===== src/rtl/lfuat_pkg.sv =====
// ----------------------------------------------------------------------------
// lfuat_pkg
// Shared types and constants for the LFU address tracker.
// ----------------------------------------------------------------------------
package lfuat_pkg;

  localparam int ADDR_W     = 32;
  localparam int THR_W      = 16;
  localparam int SLOT_OUT_W = 5;
  localparam int CNT_OUT_W  = 16;
  localparam int OUT_W      = 56;  // 55 bits of fields, padded to whole bytes

  localparam logic [THR_W-1:0] THR_RESET = 16'd3;

  typedef enum logic [1:0] {
    S_IDLE,
    S_SCAN,
    S_UPDATE,
    S_DONE
  } lfuat_state_t;

endpackage


===== src/rtl/lfu_address_tracker_top.sv =====
// ----------------------------------------------------------------------------
// lfu_address_tracker_top
// Least-frequently-used table of observed addresses with follow reporting.
// ----------------------------------------------------------------------------
// One address in flight: a new address is accepted only after the result of
//   the last one is loaded into the output register and the block is idle.
// Steps: one pass over the entry RAM, one entry per cycle, then the last read,
//   the write, the output load and an idle state before the next accept;
//   a stalled output word holds the block until it is taken.
// Reset (rst_n, synchronous): per-entry valid bits clear, so every entry reads
//   as address 0, count 0 at once; threshold returns to 3; no clearing pass.
module lfu_address_tracker_top
  import lfuat_pkg::*;
#(
  parameter int ENTRIES     = 32,
  parameter int COUNT_WIDTH = 16
) (
  input  logic             clk,
  input  logic             rst_n,
  // in_tdata: [31:0] seen_address
  input  logic             in_tvalid,
  output logic             in_tready,
  input  logic [31:0]      in_tdata,
  // out_tdata: [0] was_hit, [5:1] slot_used, [21:6] slot_count,
  //            [22] follow_valid, [54:23] follow_address, [55] zero
  output logic             out_tvalid,
  input  logic             out_tready,
  output logic [OUT_W-1:0] out_tdata,
  // cfg_tdata: [15:0] follow_threshold
  input  logic             cfg_tvalid,
  output logic             cfg_tready,
  input  logic [THR_W-1:0] cfg_tdata
);

  localparam int IDX_W = $clog2(ENTRIES);
  localparam int ENT_W = ADDR_W + COUNT_WIDTH;
  localparam logic [IDX_W-1:0]       LAST_IDX  = IDX_W'(ENTRIES - 1);
  localparam logic [IDX_W:0]         SCAN_END  = (IDX_W + 1)'(ENTRIES);
  localparam logic [IDX_W:0]         RD_STEP   = (IDX_W + 1)'(1);
  localparam logic [COUNT_WIDTH-1:0] COUNT_MAX = {COUNT_WIDTH{1'b1}};
  localparam logic [COUNT_WIDTH-1:0] COUNT_ONE = COUNT_WIDTH'(1);

  lfuat_state_t state_r, state_nxt;

  logic [THR_W-1:0]  thr_r;
  logic [ADDR_W-1:0] addr_r;
  logic [ENTRIES-1:0] valid_r;

  logic [IDX_W:0]    rd_cnt_r;
  logic              dat_vld_r;
  logic [IDX_W-1:0]  dat_idx_r;

  // scan trackers
  logic                   hit_r;
  logic [IDX_W-1:0]       hslot_r;
  logic [COUNT_WIDTH-1:0] hcnt_r;
  logic [COUNT_WIDTH-1:0] min_r;
  logic [IDX_W-1:0]       mslot_r;
  // two highest-index entries over threshold before the update
  logic                   j1v_r, j2v_r;
  logic [IDX_W-1:0]       j1idx_r, j2idx_r;
  logic [ADDR_W-1:0]      j1addr_r, j2addr_r;

  // finished result waiting for the output register
  logic                   res_hit_r;
  logic [IDX_W-1:0]       res_slot_r;
  logic [COUNT_WIDTH-1:0] res_cnt_r;
  logic                   res_fv_r;
  logic [ADDR_W-1:0]      res_faddr_r;

  logic             out_tvalid_r;
  logic [OUT_W-1:0] out_data_r;

  logic             accept;
  logic             ram_we;
  logic             load_out;
  logic [ENT_W-1:0] ram_rdata;
  logic [ENT_W-1:0] ram_wdata;

  logic [ADDR_W-1:0]      ent_addr;
  logic [COUNT_WIDTH-1:0] ent_cnt;
  logic                   ent_over;

  logic [IDX_W-1:0]       upd_slot;
  logic [COUNT_WIDTH-1:0] upd_cnt;
  logic                   oth_v;
  logic [IDX_W-1:0]       oth_idx;
  logic [ADDR_W-1:0]      oth_addr;
  logic                   upd_over;
  logic                   upd_fv;
  logic [ADDR_W-1:0]      upd_faddr;

  logic [31:0] slot_ext;
  logic [31:0] cnt_ext;

  lfuat_ram #(
    .WIDTH (ENT_W),
    .DEPTH (ENTRIES)
  ) u_ram (
    .clk   (clk),
    .we    (ram_we),
    .waddr (upd_slot),
    .wdata (ram_wdata),
    .raddr (rd_cnt_r[IDX_W-1:0]),
    .rdata (ram_rdata)
  );

  assign accept     = in_tvalid && in_tready;
  assign cfg_tready = 1'b1;

  // never-written entries read as address 0, count 0
  assign ent_addr = valid_r[dat_idx_r] ? ram_rdata[ADDR_W-1:0] : '0;
  assign ent_cnt  = valid_r[dat_idx_r] ? ram_rdata[ADDR_W +: COUNT_WIDTH] : '0;
  assign ent_over = 32'(ent_cnt) > 32'(thr_r);

  // update: only the chosen slot changes
  always_comb begin
    upd_slot = hit_r ? hslot_r : mslot_r;
    if (hit_r) begin
      upd_cnt = (hcnt_r == COUNT_MAX) ? hcnt_r : hcnt_r + COUNT_ONE;
    end else begin
      upd_cnt = COUNT_ONE;
    end
    ram_wdata = {upd_cnt, addr_r};
    upd_over  = 32'(upd_cnt) > 32'(thr_r);

    // highest over-threshold entry other than the updated slot
    if (j1v_r && j1idx_r != upd_slot) begin
      oth_v    = 1'b1;
      oth_idx  = j1idx_r;
      oth_addr = j1addr_r;
    end else if (j2v_r && j2idx_r != upd_slot) begin
      oth_v    = 1'b1;
      oth_idx  = j2idx_r;
      oth_addr = j2addr_r;
    end else begin
      oth_v    = 1'b0;
      oth_idx  = '0;
      oth_addr = '0;
    end

    // slot address is the input address on hit and on replace alike
    if (upd_over && (!oth_v || upd_slot > oth_idx)) begin
      upd_fv    = 1'b1;
      upd_faddr = addr_r;
    end else begin
      upd_fv    = oth_v;
      upd_faddr = oth_addr;
    end
  end

  // next state
  always_comb begin
    state_nxt = state_r;
    case (state_r)
      S_IDLE: begin
        if (in_tvalid) state_nxt = S_SCAN;
      end
      S_SCAN: begin
        if (dat_vld_r && dat_idx_r == LAST_IDX) state_nxt = S_UPDATE;
      end
      S_UPDATE: state_nxt = S_DONE;
      S_DONE: begin
        if (!out_tvalid_r || out_tready) state_nxt = S_IDLE;
      end
      default: state_nxt = S_IDLE;
    endcase
  end

  // outputs of the sequencer
  always_comb begin
    in_tready = 1'b0;
    ram_we    = 1'b0;
    load_out  = 1'b0;
    case (state_r)
      S_IDLE:   in_tready = 1'b1;
      S_SCAN:   ;
      S_UPDATE: ram_we = 1'b1;
      S_DONE:   load_out = !out_tvalid_r || out_tready;
      default:  ;
    endcase
  end

  always_ff @(posedge clk) begin
    if (!rst_n) begin
      state_r      <= S_IDLE;
      thr_r        <= THR_RESET;
      valid_r      <= '0;
      dat_vld_r    <= 1'b0;
      out_tvalid_r <= 1'b0;
    end else begin
      state_r <= state_nxt;
      if (cfg_tvalid && cfg_tready) thr_r <= cfg_tdata;
      if (ram_we) valid_r[upd_slot] <= 1'b1;
      dat_vld_r <= (state_r == S_SCAN) && (rd_cnt_r < SCAN_END);
      if (load_out) begin
        out_tvalid_r <= 1'b1;
      end else if (out_tready) begin
        out_tvalid_r <= 1'b0;
      end
    end
  end

  always_ff @(posedge clk) begin
    if (accept) begin
      addr_r   <= in_tdata;
      rd_cnt_r <= '0;
      hit_r    <= 1'b0;
      j1v_r    <= 1'b0;
      j2v_r    <= 1'b0;
    end else if (state_r == S_SCAN) begin
      rd_cnt_r  <= rd_cnt_r + RD_STEP;
      dat_idx_r <= rd_cnt_r[IDX_W-1:0];
      if (dat_vld_r) begin
        if (!hit_r && ent_addr == addr_r) begin
          hit_r   <= 1'b1;
          hslot_r <= dat_idx_r;
          hcnt_r  <= ent_cnt;
        end
        // strict compare keeps the lowest index on ties
        if (dat_idx_r == '0 || ent_cnt < min_r) begin
          min_r   <= ent_cnt;
          mslot_r <= dat_idx_r;
        end
        if (ent_over) begin
          j2v_r    <= j1v_r;
          j2idx_r  <= j1idx_r;
          j2addr_r <= j1addr_r;
          j1v_r    <= 1'b1;
          j1idx_r  <= dat_idx_r;
          j1addr_r <= ent_addr;
        end
      end
    end
    if (ram_we) begin
      res_hit_r   <= hit_r;
      res_slot_r  <= upd_slot;
      res_cnt_r   <= upd_cnt;
      res_fv_r    <= upd_fv;
      res_faddr_r <= upd_faddr;
    end
    if (load_out) begin
      out_data_r <= {1'b0, res_faddr_r, res_fv_r, cnt_ext[CNT_OUT_W-1:0],
                     slot_ext[SLOT_OUT_W-1:0], res_hit_r};
    end
  end

  assign slot_ext   = 32'(res_slot_r);
  assign cnt_ext    = 32'(res_cnt_r);
  assign out_tvalid = out_tvalid_r;
  assign out_tdata  = out_data_r;

  a_scan_data_in_scan: assert property (@(posedge clk) disable iff (!rst_n)
    dat_vld_r |-> state_r == S_SCAN)
    else $error("entry data outside scan");

  a_slot_marked_valid: assert property (@(posedge clk) disable iff (!rst_n)
    state_r == S_UPDATE |=> valid_r[$past(upd_slot)])
    else $error("updated slot not marked valid");

  a_miss_count_one: assert property (@(posedge clk) disable iff (!rst_n)
    (load_out && !res_hit_r) |-> res_cnt_r == COUNT_ONE)
    else $error("replaced entry count is not one");

  a_follow_addr_zero: assert property (@(posedge clk) disable iff (!rst_n)
    (load_out && !res_fv_r) |-> res_faddr_r == '0)
    else $error("follow address without follow valid");

endmodule


===== src/rtl/lfuat_ram.sv =====
// ----------------------------------------------------------------------------
// lfuat_ram
// Generic single-write, single-read RAM with registered read data.
// ----------------------------------------------------------------------------
module lfuat_ram #(
  parameter int WIDTH = 48,
  parameter int DEPTH = 32
) (
  input  logic                     clk,
  input  logic                     we,
  input  logic [$clog2(DEPTH)-1:0] waddr,
  input  logic [WIDTH-1:0]         wdata,
  input  logic [$clog2(DEPTH)-1:0] raddr,
  output logic [WIDTH-1:0]         rdata
);

  logic [WIDTH-1:0] mem [DEPTH];

  always_ff @(posedge clk) begin
    if (we) begin
      mem[waddr] <= wdata;
    end
    rdata <= mem[raddr];
  end

endmodule

===== config.mk =====
export PLATFORM = sky130hd
export DESIGN_NAME = lfu_address_tracker_top
export DESIGN_NICKNAME = d
export VERILOG_FILES = /design/src/rtl/lfuat_pkg.sv /design/src/rtl/lfu_address_tracker_top.sv /design/src/rtl/lfuat_ram.sv
export SDC_FILE = /design/constraint.sdc
export NUM_CORES = 2
export LEC_CHECK = 0
export ABC_AREA = 0
export BUFFER_PORTS_ARGS = -buffer_cell sky130_fd_sc_hd__buf_4
export CORE_MARGIN = 2
export CORE_UTILIZATION = 30
export CTS_CLUSTER_SIZE = 8
export DETAILED_ROUTE_END_ITERATION = 8
export GPL_ROUTABILITY_DRIVEN = 1
export PLACE_DENSITY_LB_ADDON = 0.2
export SLEW_MARGIN = 0
export SYNTH_ARGS = -nofsm -noshare
export SYNTH_HDL_FRONTEND = slang
export SYNTH_SLANG_ARGS = --single-unit

===== constraint.sdc =====
create_clock -name clk -period 8.6 [get_ports clk]
set_clock_uncertainty 0.05 [all_clocks]
set_input_delay 0.43 -clock clk [delete_from_list [all_inputs] [get_ports clk]]
set_output_delay 0.43 -clock clk [all_outputs]
set_load 0.03 [all_outputs]

Word level (Yosys, flattened, before mapping)
Memories as Yosys holds them, arrays and structs flattened. A register that Yosys moved wholly into a read port is not among the register bits.
Index checks and enable logic that the tools add are counted.

storage, ports and cells
  bits in registers = 324
  bits in latches = 0
  RAM bits = 1536
  bits in read-only memories = 0
  input bits = 53
  output and inout port bits = 59
  memories kept = 1

memory list
  name       depth  width  read ports  clocked after memory_dff  wr ports  RTL line         RTL
  u_ram.mem  32     48     1           1                         1         lfuat_ram.sv:17  logic [WIDTH-1:0] mem [DEPTH];

operators by class
  add/subtract/negate cells = 2
  multiply operators = 0
  div/mod/pow operators = 0
  order comparisons = 8
  equal/unequal tests = 11
  shift operators = 0
  multiplexer cells = 27
  bitwise operators = 2
  reduce and logical (&&, ||, !) cells = 24

operators by type and width
  cell                                                        count
  two-way mux 32 bit                                          4
  two-way mux 16 bit                                          3
  == test 32 bit                                              1
  greater-than comparator 16 bit                              2
  OR 32 bit                                                   1
  adder 16 x 1 -> 16 bit, second input constant               1
  == test 16 bit, second input constant                       1
  less-than comparator 16 bit                                 1
  two-way mux 5 bit                                           3
  less-than comparator 5 x 6 -> 1 bit, second input constant  2
  AND reduction 4 bit                                         3
  two-way mux 1 bit                                           11
  != test 5 bit                                               2
  AND reduction 3 bit                                         3
  logical AND 1 bit                                           8
  one-hot mux 2 bit (4 select lines)                          1
  adder 6 x 1 -> 6 bit, second input constant                 1
  less-than comparator 6 bit, second input constant           1
  two-way mux 2 bit                                           3
  != test 2 bit, second input constant                        3
  binary-select mux 1 bit (select 5 bit)                      1
  demux 1 bit (select 5 bit)                                  1
  == test 5 bit, second input constant                        1
  >= comparator 5 x 1 -> 1 bit, second input constant         1
  10 further kinds                                            15

Longest topological paths before layout
  depth in word-level cells = 9
  depth in mapped cells = 20
  mapped depth without buffers = 16

Modules after synthesis
From an unflattened synthesis, not the netlist that was laid out.

unflattened totals
  cells, all modules = 4404
  area total of the unflattened synthesis = 74949.4 um2

by module, submodules not included
  module                   instances  cells each  area each (um2)
  lfuat_ram                1          3364        60724.5
  lfu_address_tracker_top  1          1040        14224.9

Worst setup path before layout
No wires, ideal clock.

  path type = flip-flop to flip-flop
  from = register dat_idx_r[1]
  to = register j1addr_r[0], enable pin
  arrival = 6.143 ns
  path slack = 1.900 ns
  stages on the path, launching flop included = 21
  path buffers = 6
  period minus slack after synthesis = 6.700 ns
  path through = edfxtp_1 buf_6 buf_8 mux2i_1 a22oi_1 nand4b_1 nand4_1 buf_6 buf_6 clkbuf_1 clkbuf_1 and2_1 ha_1 a21o_1 a21o_1 a21o_1 a21o_1 a211oi_1 o21ai_0 o2111ai_1 nor2_1

between the ends
  cells in the longest elaborated chain, start to end = 5

RTL lines
  what                                     RTL line                        RTL
  start: declaration                       lfu_address_tracker_top.sv:51   logic [IDX_W-1:0] dat_idx_r;
  start signal: assignment                 lfu_address_tracker_top.sv:213  dat_idx_r <= rd_cnt_r[IDX_W-1:0];
  binary-select mux 1 bit (select 5 bit)   lfu_address_tracker_top.sv:113  assign ent_cnt = valid_r[dat_idx_r] ? ram_rdata[ADDR_W +: COUNT_WIDTH] : '0;
  two-way mux 1 bit (implied by the code)  lfu_address_tracker_top.sv:113
  two-way mux 16 bit                       lfu_address_tracker_top.sv:113
  named net ent_cnt[9]                     lfu_address_tracker_top.sv:81   logic [COUNT_WIDTH-1:0] ent_cnt;
  greater-than comparator 16 bit           lfu_address_tracker_top.sv:114  assign ent_over = 32'(ent_cnt) > 32'(thr_r);
  AND reduction 4 bit (no line)            -
  end signal: assignment                   lfu_address_tracker_top.sv:231  j1addr_r <= ent_addr;
  end: declaration                         lfu_address_tracker_top.sv:62   logic [ADDR_W-1:0] j1addr_r, j2addr_r;

The timed path passes the listed nets, and every way through them passes these cells. The select of a mux whose other input is x is not followed.
A chain may end at the register's enable or synchronous reset.

Final worst setup path
  from = register hit_r
  to = register res_faddr_r[3] (data pin)

between the ends
  cells in the longest elaborated chain, start to end = 9
  elaborated cells between the ends (all ways) = 18

RTL lines
  what                                                                RTL line                        RTL
  start: declaration                                                  lfu_address_tracker_top.sv:54   logic hit_r;
  start signal: assignment                                            lfu_address_tracker_top.sv:208  hit_r <= 1'b0;
  start signal: assignment                                            lfu_address_tracker_top.sv:216  hit_r <= 1'b1;
  two-way mux 5 bit                                                   lfu_address_tracker_top.sv:118  upd_slot = hit_r ? hslot_r : mslot_r;
  != test 5 bit                                                       lfu_address_tracker_top.sv:132  end else if (j2v_r && j2idx_r != upd_slot) begin
  logical AND 1 bit                                                   lfu_address_tracker_top.sv:132
  two-way mux 5 bit or two-way mux 1 bit (tied branches)              lfu_address_tracker_top.sv:132
  two-way mux 5 bit or two-way mux 1 bit (tied branches)              lfu_address_tracker_top.sv:128  if (j1v_r && j1idx_r != upd_slot) begin
  greater-than comparator 5 bit or logical NOT 1 bit (tied branches)  lfu_address_tracker_top.sv:143  if (upd_over && (!oth_v || upd_slot > oth_idx)) begin
  logical OR 1 bit                                                    lfu_address_tracker_top.sv:143
  logical AND 1 bit                                                   lfu_address_tracker_top.sv:143
  two-way mux 32 bit *                                                lfu_address_tracker_top.sv:143
  named net upd_faddr[3]                                              lfu_address_tracker_top.sv:91   logic [ADDR_W-1:0] upd_faddr;
  end signal: assignment                                              lfu_address_tracker_top.sv:240  res_faddr_r <= upd_faddr;
  end: declaration                                                    lfu_address_tracker_top.sv:69   logic [ADDR_W-1:0] res_faddr_r;

Mark *: on every way through the listed nets, which the timed path passes. The rest lies on a longest branch.

==> summary.md <==
| Metric | Value |
|---|---|
| Critical path peak fanout | `40` |
| CP startpoint kind | `flip-flop` |
| Pwr dens | `288 mW/mm2` |
| Highest clock rate | `170 MHz` |
| Critical path arrival | `6390 ps` |
| Post-synthesis cell count | `3,274` |
| Fin. Hold Viols | `0` |
| H-tree lvl count | `5` |
| Part of the cycle the worst path needs | `68.3%` |
| First-pass GRT wire length | `289,000 um` |
| Pre-antenna DRT Iters | `5` |
| Port bufs | `109` |
| Iter 0 DRT Violations | `3,243` |
| LEAKAGE | `27.2 nW` |
| CP Class | `reg -> reg` |
| RSZ-0062 raised after global routing | `false` |
| GRT Total Usage | `16.5%` |
| Final min period | `5870 ps` |
| Clock Sinks | `1,908` |
| Critical path cell sequence | `mux2i_4 -> xnor2_1 -> nor3_1 -> a31oi_4 -> buf_4 -> nor2b_4 -> a22oi_1 -> ha_1 -> nor2b_1 -> o21a_1 -> o21ai_0 -> nand2b_1 -> a21oi_1 -> o22a_1 -> a211oi_4 -> buf_4 -> mux2_2` |
| Vias per cell | `4.98` |
| Initial Util | `30.1%` |
| Residual antenna-violating net count after detailed routing | `0` |
| Via count | `35,300` |
| Drc violations | `0` |
| Die area | `0.247 mm2` |
| Detailed Route WL | `207,000 um` |
| Syn Area/Cell | `22.3 um2` |
| Antenna violations before repair | `8` |
| I/O pin count | `112` |
| Worst-Skew Late Latency | `890 ps` |
| Layout cells sized above 1 | `29.7%` |
| #FFs+latches synth | `1,908` |
| Clock root buffer master | `clkbuf_16` |
| Cts repair resizes | `0` |
| Vias in the first global route | `36,400` |
| Core Footprint | `0.243 mm2` |
| Number of synthesized flops with an enable pin | `1,799` |
| Seq/Total Area, Yosys | `76.9%` |
| Critical path endpoint category | `flip-flop` |
| Clock-pin slew on the worst setup and hold paths | `50 ps` |
| YS warnings | `0` |
| Placed cell areas | `0.0786 mm2` |
| Synth top area cells | `edfxtp_1, mux4_2, dfxtp_1` |
| Hold-fix buffers, CTS | `85` |
| TritonCTS clock tree | `built` |
| P&R area growth vs syn | `19.8%` |
| Peak supply drop | `0.000219 V` |
| Largest net degree at the start of global routing | `128` |
| Worst slew pin tran | `1120 ps` |
| CP max stage cell | `dfxtp_1` |
| Detail Placement HPWL | `110,000 um` |
| Final setup vio count | `0` |
| Post-synth top area cell | `edfxtp_1` |
| Sum Neg Setup Slack | `0 ps` |
| Die Y-Extent | `497 um` |
| GP Congestion | `0.798` |
| Hold WS | `209 ps` |
| Req. time, crit path | `9120 ps` |
| Worst Hold Class | `in -> reg` |
| Clock Path Buffers | `4` |
| Post-synth top flop | `edfxtp_1` |
| Max stage delay on crit path | `880 ps` |
| Max_cap viols | `0` |
| Status | `completed` |
| Final Max Tran Viols | `0` |
| Syn_nets | `3,381` |
| CP most frequent cell | `buf_4` |
| Yosys cell types | `65` |
| Design Area, Final | `0.0875 mm2` |
| Yosys top cell area share | `74.0%` |
| Slew headroom | `25.0%` |
| Final nets | `3,847` |
| Ys async rst share | `0%` |
| Synthesized cell area | `0.0730 mm2` |
| Wire per inst | `29.1 um` |
| Setup bufs post-CTS | `0` |
| DIE WIDTH | `497 um` |
| Remaining Overflow, GRT | `0` |
| Internal reg-to-reg setup slack | `2730 ps` |
| Row cnt | `181` |
| Number of buffers created by CTS | `290` |
-- cells in the mapped netlist, drive strengths merged, types with 25 or more instances --
cell type  count
edfxtp      1799
mux4         480
dfxtp        109
clkbuf        97
mux2          75
nor2          74
inv           64
ha            54
buf           52
mux2i         46
and2          41
o21a          38
nand2         35
a21oi         31
a22o          29
xnor2         26
nor2b         25
-- registers in the layout, indices dropped and copies added (netlist names), 16 cells and up --
| signal | count |
|---|---|
| valid_r | 32 |
| u_ram.rdata | 48 |
| j2addr_r | 32 |
| j1addr_r | 32 |
| hcnt_r | 16 |
| res_cnt_r | 16 |
| thr_r | 16 |
| u_ram.mem | 1536 |
| min_r | 16 |
| addr_r | 32 |
| res_faddr_r | 32 |
| out_tdata | 55 |
-- layout by cell type, fill, tap and decap left out, types with 18 or more instances in the layout --
| cell | count |
|---|---|
| and2_1 | 41 |
| nand3_1 | 24 |
| clkbuf_1 | 143 |
| a21oi_1 | 25 |
| xnor2_1 | 26 |
| nand4_1 | 18 |
| dlygate4sd3_1 | 85 |
| mux4_2 | 480 |
| o21ai_0 | 23 |
| mux2i_1 | 42 |
| nand2_1 | 35 |
| buf_4 | 231 |
| a22oi_1 | 18 |
| inv_1 | 62 |
| o21a_1 | 38 |
| a22o_1 | 29 |
| mux2_2 | 70 |
| edfxtp_1 | 1799 |
| nor2b_1 | 23 |
| ha_1 | 53 |
| nor2_4 | 33 |
| clkbuf_16 | 296 |
| nor2_1 | 35 |
| dfxtp_1 | 104 |
-- layer usage --
| metal | share of wire [%] | global-route usage (%) | routed length (um) | up-vias |
|---|---|---|---|---|
| li1 | - | - | - | 14700 |
| met1 | 44 | 22.9 | 91500 | 19200 |
| met2 | 48 | 26.7 | 99500 | 1106 |
| met3 | 4.8 | 2.58 | 9820 | 355 |
| met4 | 2.8 | 5.08 | 5850 | 0 |
| met5 | 0 | 0 | 0 | - |
-- area by class of cell --
class                      instances  area, um2
antenna                            2       5.00
clock buffer                     440       7960
tap                             3202       4010
timing repair buffer             323       2730
clock inverter                     9       92.6
inverter                          65        245
multi-input combinational       1152      16300
sequential                      1908      56200
fill                           22300     155000
-- power by group --
part           leakage [nW]  internal (mW)  switching [mW]
logic                  6.44           1.77            2.13
registers              16.9           10.8           0.308
clock network          3.87           6.30            3.86
total                  27.2           18.9            6.30
-- logic make-up (layout without fill, tap and decap cells) --
logic type	after synthesis	in the layout	synth area share (%)
compound gates	197	197	1.94
mux	601	601	16.6
flops	1908	1908	76.9
buf+inv	214	837	1.24
simple gates	260	260	1.83
xor+xnor	36	36	0.432
other cells	2	4	0.0103
fa+ha+maj	56	56	0.952
-- metrics by stage --
stage                     cells  worst slack (ps)  utilization, %  total power [mW]
final                      7101              2730            36.1              25.2
after global routing       7100              2380            36.1              26.2
after CTS                  7099              2670            36.1              25.6
after detailed placement   6565              2740            32.4              15.3
after global placement     6565              2620            32.4              15.3
after floorplan            3274              1900               -              13.9
-- worst paths after layout --
| path | from | to | cells past startpoint |
|---|---|---|---|
| worst max-delay path | hit_r | res_faddr_r[3] | 17 |
| worst max register to register | hit_r | res_faddr_r[3] | 17 |
| worst min-delay path | in_tdata[26] | addr_r[26] | 2 |
| worst min register to register | res_faddr_r[3] | out_tdata[26] | 0 |
-- worst max-delay path, delay by kind of cell, from the launching register on --
kind	cells	cell delay, ps
adders and majority gates	1	360
xor gates and xnor gates	1	110
muxes	2	900
buffers and inverters	2	840
and+or+nand+nor	4	1430
DFF	1	880
AOI/OAI and AO/OA	7	940
No activity file was read; power rests on OpenSTA's default activity.
